==> config.mk <==
export PLATFORM = sky130hd
export DESIGN_NAME = radix_prefix_integer_parser_unit
export DESIGN_NICKNAME = d
export VERILOG_FILES = /design/src/sv/rpip_pkg.sv /design/src/sv/rpip_in_reg.sv /design/src/sv/rpip_core.sv /design/src/sv/rpip_out_reg.sv /design/src/sv/radix_prefix_integer_parser_unit.sv
export SDC_FILE = /design/constraint.sdc
export NUM_CORES = 1
export LEC_CHECK = 0
export BUFFER_PORTS_ARGS = -buffer_cell sky130_fd_sc_hd__buf_2
export CORE_MARGIN = 2
export CORE_UTILIZATION = 45
export DETAILED_ROUTE_END_ITERATION = 10
export SETUP_SLACK_MARGIN = 0.1
export SYNTH_ARGS = -nofsm -noshare
export SYNTH_HDL_FRONTEND = slang
export SYNTH_HIERARCHICAL = 1
export SYNTH_SLANG_ARGS = --single-unit
export TNS_END_PERCENT = 100
==> constraint.sdc <==
create_clock -name clk -period 8.22 [get_ports clk]
set_input_delay 0.411 -clock clk [delete_from_list [all_inputs] [get_ports clk]]
set_output_delay 0.411 -clock clk [all_outputs]
set_load 0.02 [all_outputs]
==> src/sv/rpip_pkg.sv <==
`timescale 1ns / 1ps
// ----------------------------------------------------------------------------
// rpip_pkg
// Types and constants shared by the radix prefix integer parser.
// ----------------------------------------------------------------------------
package rpip_pkg;

  localparam int CODE_W  = 8;
  localparam int VALUE_W = 32;
  localparam int RADIX_W = 6;   // a live radix is 2..36
  localparam int DIGIT_W = 9;   // signed mapped byte -16..207, or digit -28..168

  localparam logic [CODE_W-1:0]  CASE_MASK     = 8'hDF;
  localparam logic [CODE_W-1:0]  CODE_END      = 8'h00;
  localparam logic signed [DIGIT_W-1:0] MAP_OFFSET   = 9'sd16;
  localparam logic signed [DIGIT_W-1:0] X_MINUS      = -9'sd3;
  localparam logic signed [DIGIT_W-1:0] X_PREFIX     = 9'sd72;
  localparam logic signed [DIGIT_W-1:0] X_LETTER_MAX = 9'sd10;
  localparam logic signed [DIGIT_W-1:0] LETTER_SHIFT = 9'sd39;

  localparam logic [RADIX_W-1:0] RADIX_DEFAULT = 6'd10;
  localparam logic [RADIX_W-1:0] RADIX_ZERO    = 6'd16;
  localparam logic [VALUE_W-1:0] RADIX_MIN     = 32'd2;
  localparam logic [VALUE_W-1:0] RADIX_MAX     = 32'd36;
  localparam logic [VALUE_W-1:0] VALUE_ERROR   = 32'hFFFF_FFFF;

  typedef struct packed {
    logic signed [VALUE_W-1:0] value;
    logic                      error;
  } rpip_result_t;

endpackage

==> src/sv/rpip_in_reg.sv <==
`timescale 1ns / 1ps
// ----------------------------------------------------------------------------
// rpip_in_reg
// Input register: holds one byte until the parser core consumes it.
// ----------------------------------------------------------------------------
module rpip_in_reg (
  input  logic                          clk,
  input  logic                          rst_n,
  input  logic                          in_valid,
  input  logic [rpip_pkg::CODE_W-1:0]   in_char_code,
  output logic                          in_stall,
  input  logic                          take,
  output logic                          hold_valid,
  output logic [rpip_pkg::CODE_W-1:0]   hold_code
);

  logic                        valid_r, valid_nxt;
  logic [rpip_pkg::CODE_W-1:0] code_r, code_nxt;
  logic                        accept;

  // a held byte that the core cannot take blocks the input
  assign in_stall = valid_r && !take;
  assign accept   = in_valid && !in_stall;

  always_comb begin
    valid_nxt = valid_r;
    code_nxt  = code_r;
    if (accept) begin
      valid_nxt = 1'b1;
      code_nxt  = in_char_code;
    end else if (take) begin
      valid_nxt = 1'b0;
    end
  end

  always_ff @(posedge clk) begin
    if (!rst_n) begin
      valid_r <= 1'b0;
    end else begin
      valid_r <= valid_nxt;
    end
  end

  always_ff @(posedge clk) begin
    code_r <= code_nxt;
  end

  assign hold_valid = valid_r;
  assign hold_code  = code_r;

endmodule

==> src/sv/rpip_core.sv <==
`timescale 1ns / 1ps
// ----------------------------------------------------------------------------
// rpip_core
// Parser state and the per-byte update: sign, radix prefix, digit multiply-add.
// ----------------------------------------------------------------------------
module rpip_core (
  input  logic                          clk,
  input  logic                          rst_n,
  input  logic                          step,
  input  logic [rpip_pkg::CODE_W-1:0]   code,
  output logic                          is_end,
  output rpip_pkg::rpip_result_t        result
);

  localparam int PROD_W = rpip_pkg::VALUE_W + rpip_pkg::RADIX_W;

  logic [rpip_pkg::VALUE_W-1:0] acc_r, acc_nxt;
  logic [rpip_pkg::RADIX_W-1:0] radix_r, radix_nxt;
  logic                         neg_r, neg_nxt;
  logic                         err_r, err_nxt;

  logic signed [rpip_pkg::DIGIT_W-1:0] x;
  logic signed [rpip_pkg::DIGIT_W-1:0] digit;
  logic signed [rpip_pkg::DIGIT_W-1:0] radix_s;
  logic        [PROD_W-1:0]            prod;
  logic        [rpip_pkg::VALUE_W-1:0] mac;
  logic        [rpip_pkg::VALUE_W-1:0] new_radix;
  logic                                is_minus, is_prefix, bad_digit, bad_radix;

  assign is_end = (code == rpip_pkg::CODE_END);

  always_comb begin
    x = $signed({1'b0, code & rpip_pkg::CASE_MASK}) - rpip_pkg::MAP_OFFSET;
    is_minus  = (x == rpip_pkg::X_MINUS);
    is_prefix = (x == rpip_pkg::X_PREFIX) && (radix_r == rpip_pkg::RADIX_DEFAULT);
    digit     = (x > rpip_pkg::X_LETTER_MAX) ? (x - rpip_pkg::LETTER_SHIFT) : x;
    radix_s   = $signed({{(rpip_pkg::DIGIT_W-rpip_pkg::RADIX_W){1'b0}}, radix_r});
    bad_digit = (digit >= radix_s);
    prod      = {{rpip_pkg::RADIX_W{1'b0}}, acc_r}
              * {{(PROD_W-rpip_pkg::RADIX_W){1'b0}}, radix_r};
    // negative digits add sign-extended
    mac       = prod[rpip_pkg::VALUE_W-1:0]
              + {{(rpip_pkg::VALUE_W-rpip_pkg::DIGIT_W){digit[rpip_pkg::DIGIT_W-1]}}, digit};
    new_radix = (acc_r == '0) ? {{(rpip_pkg::VALUE_W-rpip_pkg::RADIX_W){1'b0}},
                                 rpip_pkg::RADIX_ZERO} : acc_r;
    bad_radix = (new_radix < rpip_pkg::RADIX_MIN) || (new_radix > rpip_pkg::RADIX_MAX);
  end

  always_comb begin
    result.error = err_r;
    if (err_r) begin
      result.value = rpip_pkg::VALUE_ERROR;
    end else if (neg_r) begin
      result.value = $signed('0 - acc_r);
    end else begin
      result.value = $signed(acc_r);
    end
  end

  always_comb begin
    acc_nxt   = acc_r;
    radix_nxt = radix_r;
    neg_nxt   = neg_r;
    err_nxt   = err_r;
    if (step) begin
      if (is_end) begin
        acc_nxt   = '0;
        radix_nxt = rpip_pkg::RADIX_DEFAULT;
        neg_nxt   = 1'b0;
        err_nxt   = 1'b0;
      end else if (!err_r) begin
        if (is_minus) begin
          neg_nxt = !neg_r;
        end else if (is_prefix) begin
          acc_nxt   = '0;
          radix_nxt = new_radix[rpip_pkg::RADIX_W-1:0];
          err_nxt   = bad_radix;
        end else if (bad_digit) begin
          err_nxt = 1'b1;
        end else begin
          acc_nxt = mac;
        end
      end
    end
  end

  always_ff @(posedge clk) begin
    if (!rst_n) begin
      acc_r   <= '0;
      radix_r <= rpip_pkg::RADIX_DEFAULT;
      neg_r   <= 1'b0;
      err_r   <= 1'b0;
    end else begin
      acc_r   <= acc_nxt;
      radix_r <= radix_nxt;
      neg_r   <= neg_nxt;
      err_r   <= err_nxt;
    end
  end

  // state returns to reset after a terminator
  a_end_clears: assert property (@(posedge clk) disable iff (!rst_n)
    (step && is_end) |=> (acc_r == '0 && radix_r == rpip_pkg::RADIX_DEFAULT
                          && !neg_r && !err_r))
    else $error("parser state not cleared after terminator");

  // without an error the radix stays usable
  a_radix_legal: assert property (@(posedge clk) disable iff (!rst_n)
    !err_r |-> (radix_r >= 6'd2 && radix_r <= 6'd36))
    else $error("illegal radix without error");

  // once in error, only a terminator leaves it
  a_err_sticky: assert property (@(posedge clk) disable iff (!rst_n)
    (err_r && !(step && is_end)) |=> err_r)
    else $error("error flag dropped before terminator");

  // an ignored byte leaves the accumulator alone
  a_err_acc_hold: assert property (@(posedge clk) disable iff (!rst_n)
    (err_r && !(step && is_end)) |=> $stable(acc_r))
    else $error("accumulator changed while in error");

endmodule

==> src/sv/rpip_out_reg.sv <==
`timescale 1ns / 1ps
// ----------------------------------------------------------------------------
// rpip_out_reg
// Result register: holds one parsed result until the consumer takes it.
// ----------------------------------------------------------------------------
module rpip_out_reg (
  input  logic                                clk,
  input  logic                                rst_n,
  input  logic                                load,
  input  rpip_pkg::rpip_result_t              result,
  output logic                                busy,
  output logic                                out_valid,
  input  logic                                out_stall,
  output logic signed [rpip_pkg::VALUE_W-1:0] out_parsed_value,
  output logic                                out_parse_error
);

  logic                   valid_r, valid_nxt;
  rpip_pkg::rpip_result_t data_r, data_nxt;

  // full and not drained this cycle
  assign busy = valid_r && out_stall;

  always_comb begin
    valid_nxt = valid_r;
    data_nxt  = data_r;
    if (load) begin
      valid_nxt = 1'b1;
      data_nxt  = result;
    end else if (valid_r && !out_stall) begin
      valid_nxt = 1'b0;
    end
  end

  always_ff @(posedge clk) begin
    if (!rst_n) begin
      valid_r <= 1'b0;
    end else begin
      valid_r <= valid_nxt;
    end
  end

  always_ff @(posedge clk) begin
    data_r <= data_nxt;
  end

  assign out_valid        = valid_r;
  assign out_parsed_value = data_r.value;
  assign out_parse_error  = data_r.error;

endmodule

==> src/sv/radix_prefix_integer_parser_unit.sv <==
`timescale 1ns / 1ps
// a terminator is held in the input register, then its result loads the result register
// throughput: one byte per cycle when not stalled; the multiply-add is combinational
// a terminator waits in the input register while the result register is full and stalled
// reset (rst_n low, synchronous): both registers empty, accumulator 0, radix 10, sign
// positive, no error
// ----------------------------------------------------------------------------
// radix_prefix_integer_parser_unit
// Parses a byte stream into a signed 32-bit integer with optional radix prefix.
// ----------------------------------------------------------------------------
module radix_prefix_integer_parser_unit (
  input  logic                                clk,
  input  logic                                rst_n,
  input  logic                                in_valid,
  output logic                                in_stall,
  input  logic [rpip_pkg::CODE_W-1:0]         in_char_code,
  output logic                                out_valid,
  input  logic                                out_stall,
  output logic signed [rpip_pkg::VALUE_W-1:0] out_parsed_value,
  output logic                                out_parse_error
);

  logic                          hold_valid;
  logic [rpip_pkg::CODE_W-1:0]   hold_code;
  logic                          is_end;
  logic                          out_busy;
  logic                          take;
  rpip_pkg::rpip_result_t        result;

  // only a terminator needs room in the result register
  assign take = hold_valid && !(is_end && out_busy);

  rpip_in_reg u_in_reg (
    .clk          (clk),
    .rst_n        (rst_n),
    .in_valid     (in_valid),
    .in_char_code (in_char_code),
    .in_stall     (in_stall),
    .take         (take),
    .hold_valid   (hold_valid),
    .hold_code    (hold_code)
  );

  rpip_core u_core (
    .clk    (clk),
    .rst_n  (rst_n),
    .step   (take),
    .code   (hold_code),
    .is_end (is_end),
    .result (result)
  );

  rpip_out_reg u_out_reg (
    .clk              (clk),
    .rst_n            (rst_n),
    .load             (take && is_end),
    .result           (result),
    .busy             (out_busy),
    .out_valid        (out_valid),
    .out_stall        (out_stall),
    .out_parsed_value (out_parsed_value),
    .out_parse_error  (out_parse_error)
  );

  // a stalled input always means a terminator is blocked by a full output
  a_stall_cause: assert property (@(posedge clk) disable iff (!rst_n)
    in_stall |-> (hold_valid && is_end && out_valid && out_stall))
    else $error("input stalled without a blocked terminator");

  // a taken terminator always shows up as a result next cycle
  a_end_delivers: assert property (@(posedge clk) disable iff (!rst_n)
    (take && is_end) |=> out_valid)
    else $error("terminator taken but no result");

  // a non-terminator never raises a result
  a_no_spurious: assert property (@(posedge clk) disable iff (!rst_n)
    (!out_valid && !(take && is_end)) |=> !out_valid)
    else $error("result appeared without terminator");

endmodule

==> summary.md <==
| Metric | Value |
|---|---|
| Crit-path max FO | 30 |
| Reg2reg end | u_core/acc_r[31]$_SDFFE_PN0P_ |
| Post-layout util | 48.5% |
| First-pass DRT Iterations | 5 |
| VDD IR max | 91.5 uV |
| # clock sinks | 83 |
| Hold Violations, Final | 0 |
| CTS Hold Bufs | 0 |
| Clock Skews | 0.0122 ns |
| Comb power frac | 26.8% |
| Netlist cell types | 67 |
| CTS Root Cell | clkbuf_16 |
| H-Tree Depth | 3 |
| Fin Setup TNS | 0 ns |
| Post-CTS Setup Bufs | 0 |
| GRT Util Overall | 21.4% |
| Seq/Total Area, Yosys | 20.2% |
| DP HPWL | 18700 um |
| Final Slew Violations | 0 |
| WL per Instance | 17.1 um |
| Minimum clock period | 6.00 ns |
| Post-placement cell area | 0.0106 mm^2 |
| Critical path destination | u_core/acc_r[31]$_SDFFE_PN0P_ |
| TritonCTS Buffers | 9 |
| Yosys synthesis warning count | 6 |
| R2r startpoint | u_core/radix_r[4]$_SDFFE_PN0P_ |
| Area Growth Syn to Fin | 6.57% |
| Clock share of power | 33.8% |
| Row cnt | 55 |
| Die X | 155 um |
| Leak Pwr | 5.33 nW |
| Syn_nets | 1335 |
| Worst Path Arrival | 6.22 ns |
| Final Worst Setup Slack | 2.22 ns |
| Grt met1 use | 31.5% |
| GR peak layer | met2 |
| Sequential power share | 39.4% |
| Final nets | 1329 |
| Total Routed Length | 24300 um |
| Starting Density | 45.5% |
| Buf/Inv on CP | 3 |
| Power Density | 111 mW/mm^2 |
| Die Ht | 155 um |
| Sw Share | 32.9% |
| Initial antenna violation count | 0 |
| Post-CTS sizing | 0 |
| Post-route insts no fill | 1417 |
| Via count | 7648 |
| Fraction of registers with async set/reset | 0% |
| EDFF count, synth | 41 |
| Sw power | 0.397 mW |
| DRT antenna net count | 0 |
| Inst Count DP | 1401 |
| Die area | 0.0240 mm^2 |
| Tot Pwr | 1.21 mW |
| RSZ-0062 raised after global routing | no |
| Share of layout cells above drive strength 1 | 7.07% |
| Core Area | 0.0225 mm^2 |
| CP Launch Point | u_core/radix_r[4]$_SDFFE_PN0P_ |
| Post-route cell area | 0.0109 mm^2 |
| Crit Path Class | register to register |
| Met2 Usage GRT | 33.3% |
| CP max stage delay | 0.96 ns |
| Crit. End Element | register |
| Vias per cell | 5.40 |
| DRC | 0 |
| Vias in the first global route | 7701 |
| Largest net degree at the start of global routing | 42 |
| IO Count | 47 |
| Critical path startpoint category | register |
| Crit share post-route | 73.0% |
| Worst r2r path cells | 17 |
| Clock Pin Slew Worst Setup and Hold Paths | 0.06 ns |
| Crit-path slowest cell | dfxtp_1 |
| Initial DRC count | 392 |
| Finish-stage setup viols | 0 |
| Met3 Usage GRT | 3.19% |
| Worst-skew pair later-pin latency | 0.35 ns |
| Req. time, crit path | 8.44 ns |
| FF+latch count, synth | 83 |
| Hold crit path type | input pin to register |
| CTS tree | yes |
| Clock Tree Buf Depth | 2 |
| Top_reg_cell synth | dfxtp_1 |
| Post-Syn Area | 0.0102 mm^2 |
| Post-Syn Area per Cell | 9.03 um^2 |
| Fillers | 2155 |
| First-pass GRT wire length | 40700 um |
| Max cap viols | 0 |
| Critical path cell sequence | nand2_1 -> fa_1 -> fa_1 -> inv_1 -> fa_1 -> inv_1 -> fa_1 -> inv_1 -> ha_1 -> a21o_1 -> a221oi_1 -> o22ai_1 -> a21oi_1 -> o21ai_0 -> a211oi_1 -> xnor2_1 -> o21ai_0 |
| Reg2reg setup slack | 2.22 ns |
| Grt ovf | 0 |
| GPL Wtd Cong | 0.854 |
| Max Fclk | 0.167 GHz |
| Critical path's most frequent cell | fa_1 |
| Diode count | 0 |
| CP Depth | 17 |
| Outcome | completed |
| Worst Tran Pin Value | 1.19 ns |
| Pint | 0.812 mW |
| Largest delay contributor family on the critical path | adder cells |
| Min Hold Slack | 0.240 ns |
| Port Buffers | 46 |
| Post-Synthesis Cells | 1133 |
| Pre-CTS WS | 2.22 ns |
| Slew HR | 20.3% |
[layout make-up]
class	count	area (um^2)	share of cell area, %
Multi-Input combinational cell	821	7310	67.1
Inverter	160	601	5.51
Sequential cell	83	2070	19.0
Tap cell	285	357	3.27
Clock inverter	4	50.0	0.459
Timing Repair Buffer	52	275	2.52
Clock buffer	12	236	2.17
[power groups by stage]
stage / combinational, mW / sequential [mW] / clock [mW]
floorplan: 0.261 / 0.462 / 0
global placement: 0.322 / 0.484 / 0
detailed placement: 0.322 / 0.484 / 0
CTS: 0.326 / 0.475 / 0.418
global route: 0.370 / 0.478 / 0.431
finish: 0.325 / 0.476 / 0.408
[layer usage]
| metal | share of wire, % | wire (um) | vias to the layer above |
|---|---|---|---|
| met5 | 0 | 0 | - |
| met4 | 1.3 | 308 | 0 |
| met3 | 4.4 | 1070 | 19 |
| met2 | 44 | 10800 | 159 |
| met1 | 50 | 12200 | 3792 |
| li1 | - | - | 3678 |
[logic make-up (layout without fill, tap and decap cells)]
kind of cell	count (synthesis)	after routing	share of synthesized area, %
adder cells (fa/ha/maj)	190	190	33.3
XOR/XNOR	63	63	5.39
AND/OR/NAND/NOR	374	374	20.1
flip-flops	83	83	20.2
buffers and inverters	229	228	8.45
AO/OA/AOI/OAI	194	194	12.5
[cells in the mapped netlist (all sizes together) (6+ instances only)]
cell      n  area (um^2)
inv     159          597
a31oi     6         37.5
or3      10         77.6
o21a      9         67.6
a21oi    45          225
o21ai    42          210
o211ai    6         45.0
a21o     15          113
dfxtp    42          841
edfxtp   41         1230
nor2     39          146
o31ai    18          154
xor2     37          324
or4       9         75.1
xnor2    26          228
nand2    94          353
nand3    21          105
ha       53          663
fa      137         2740
clkbuf   67          251
nor3     10         50.1
and2    146          916
a22oi    11         82.6
nor4      6         52.6
and3     11         68.8
a211oi    6         45.0
[placed cells by master (no fill, tap or decap), types with 4 or more instances in the layout]
cell type,count
inv_1,159
and2_1,144
fa_1,137
nand2_1,94
ha_1,53
buf_2,46
a21oi_1,45
dfxtp_1,42
edfxtp_1,41
o21ai_0,40
nor2_1,39
xor2_1,37
xnor2_1,26
nand3_1,21
o31ai_1,15
a21o_1,15
and3_1,11
a22oi_1,11
nor3_1,10
clkbuf_16,9
o21a_1,9
or4_1,7
or3_1,7
o211ai_1,6
a31oi_1,6
a211oi_1,6
buf_4,6
nor4_1,5
a211o_1,5
nand2b_1,5
o41ai_1,4
o22ai_1,4
[worst min path at each step]
stage	end	start	slack, ns	cells after the start
after CTS	u_in_reg/hold_code[1]$_DFFE_PP_	in_char_code[1]	0.23	1
after floorplan	u_core/acc_r[31]$_SDFFE_PN0P_	u_core/acc_r[31]$_SDFFE_PN0P_	0.48	2
final	u_in_reg/hold_code[1]$_DFFE_PP_	in_char_code[1]	0.24	1
after global routing	u_in_reg/hold_code[7]$_DFFE_PP_	in_char_code[7]	0.23	1
after global placement	u_out_reg/out_parse_error$_DFFE_PP_	u_core/err_r$_SDFFE_PN0P_	0.56	0
after detailed placement	u_out_reg/out_parse_error$_DFFE_PP_	u_core/err_r$_SDFFE_PN0P_	0.56	0
[sequential cells by signal (all words and copies together) (netlist names)]
signal and flops:
u_core/acc_r 32, u_out_reg/out_parsed_value 32, u_in_reg/hold_code 8, u_core/radix_r 6, u_core/err_r 1, u_core/neg_r 1
u_in_reg/hold_valid 1, u_out_reg/out_parse_error 1, u_out_reg/out_valid 1
Power figures use the tool's default switching activity.
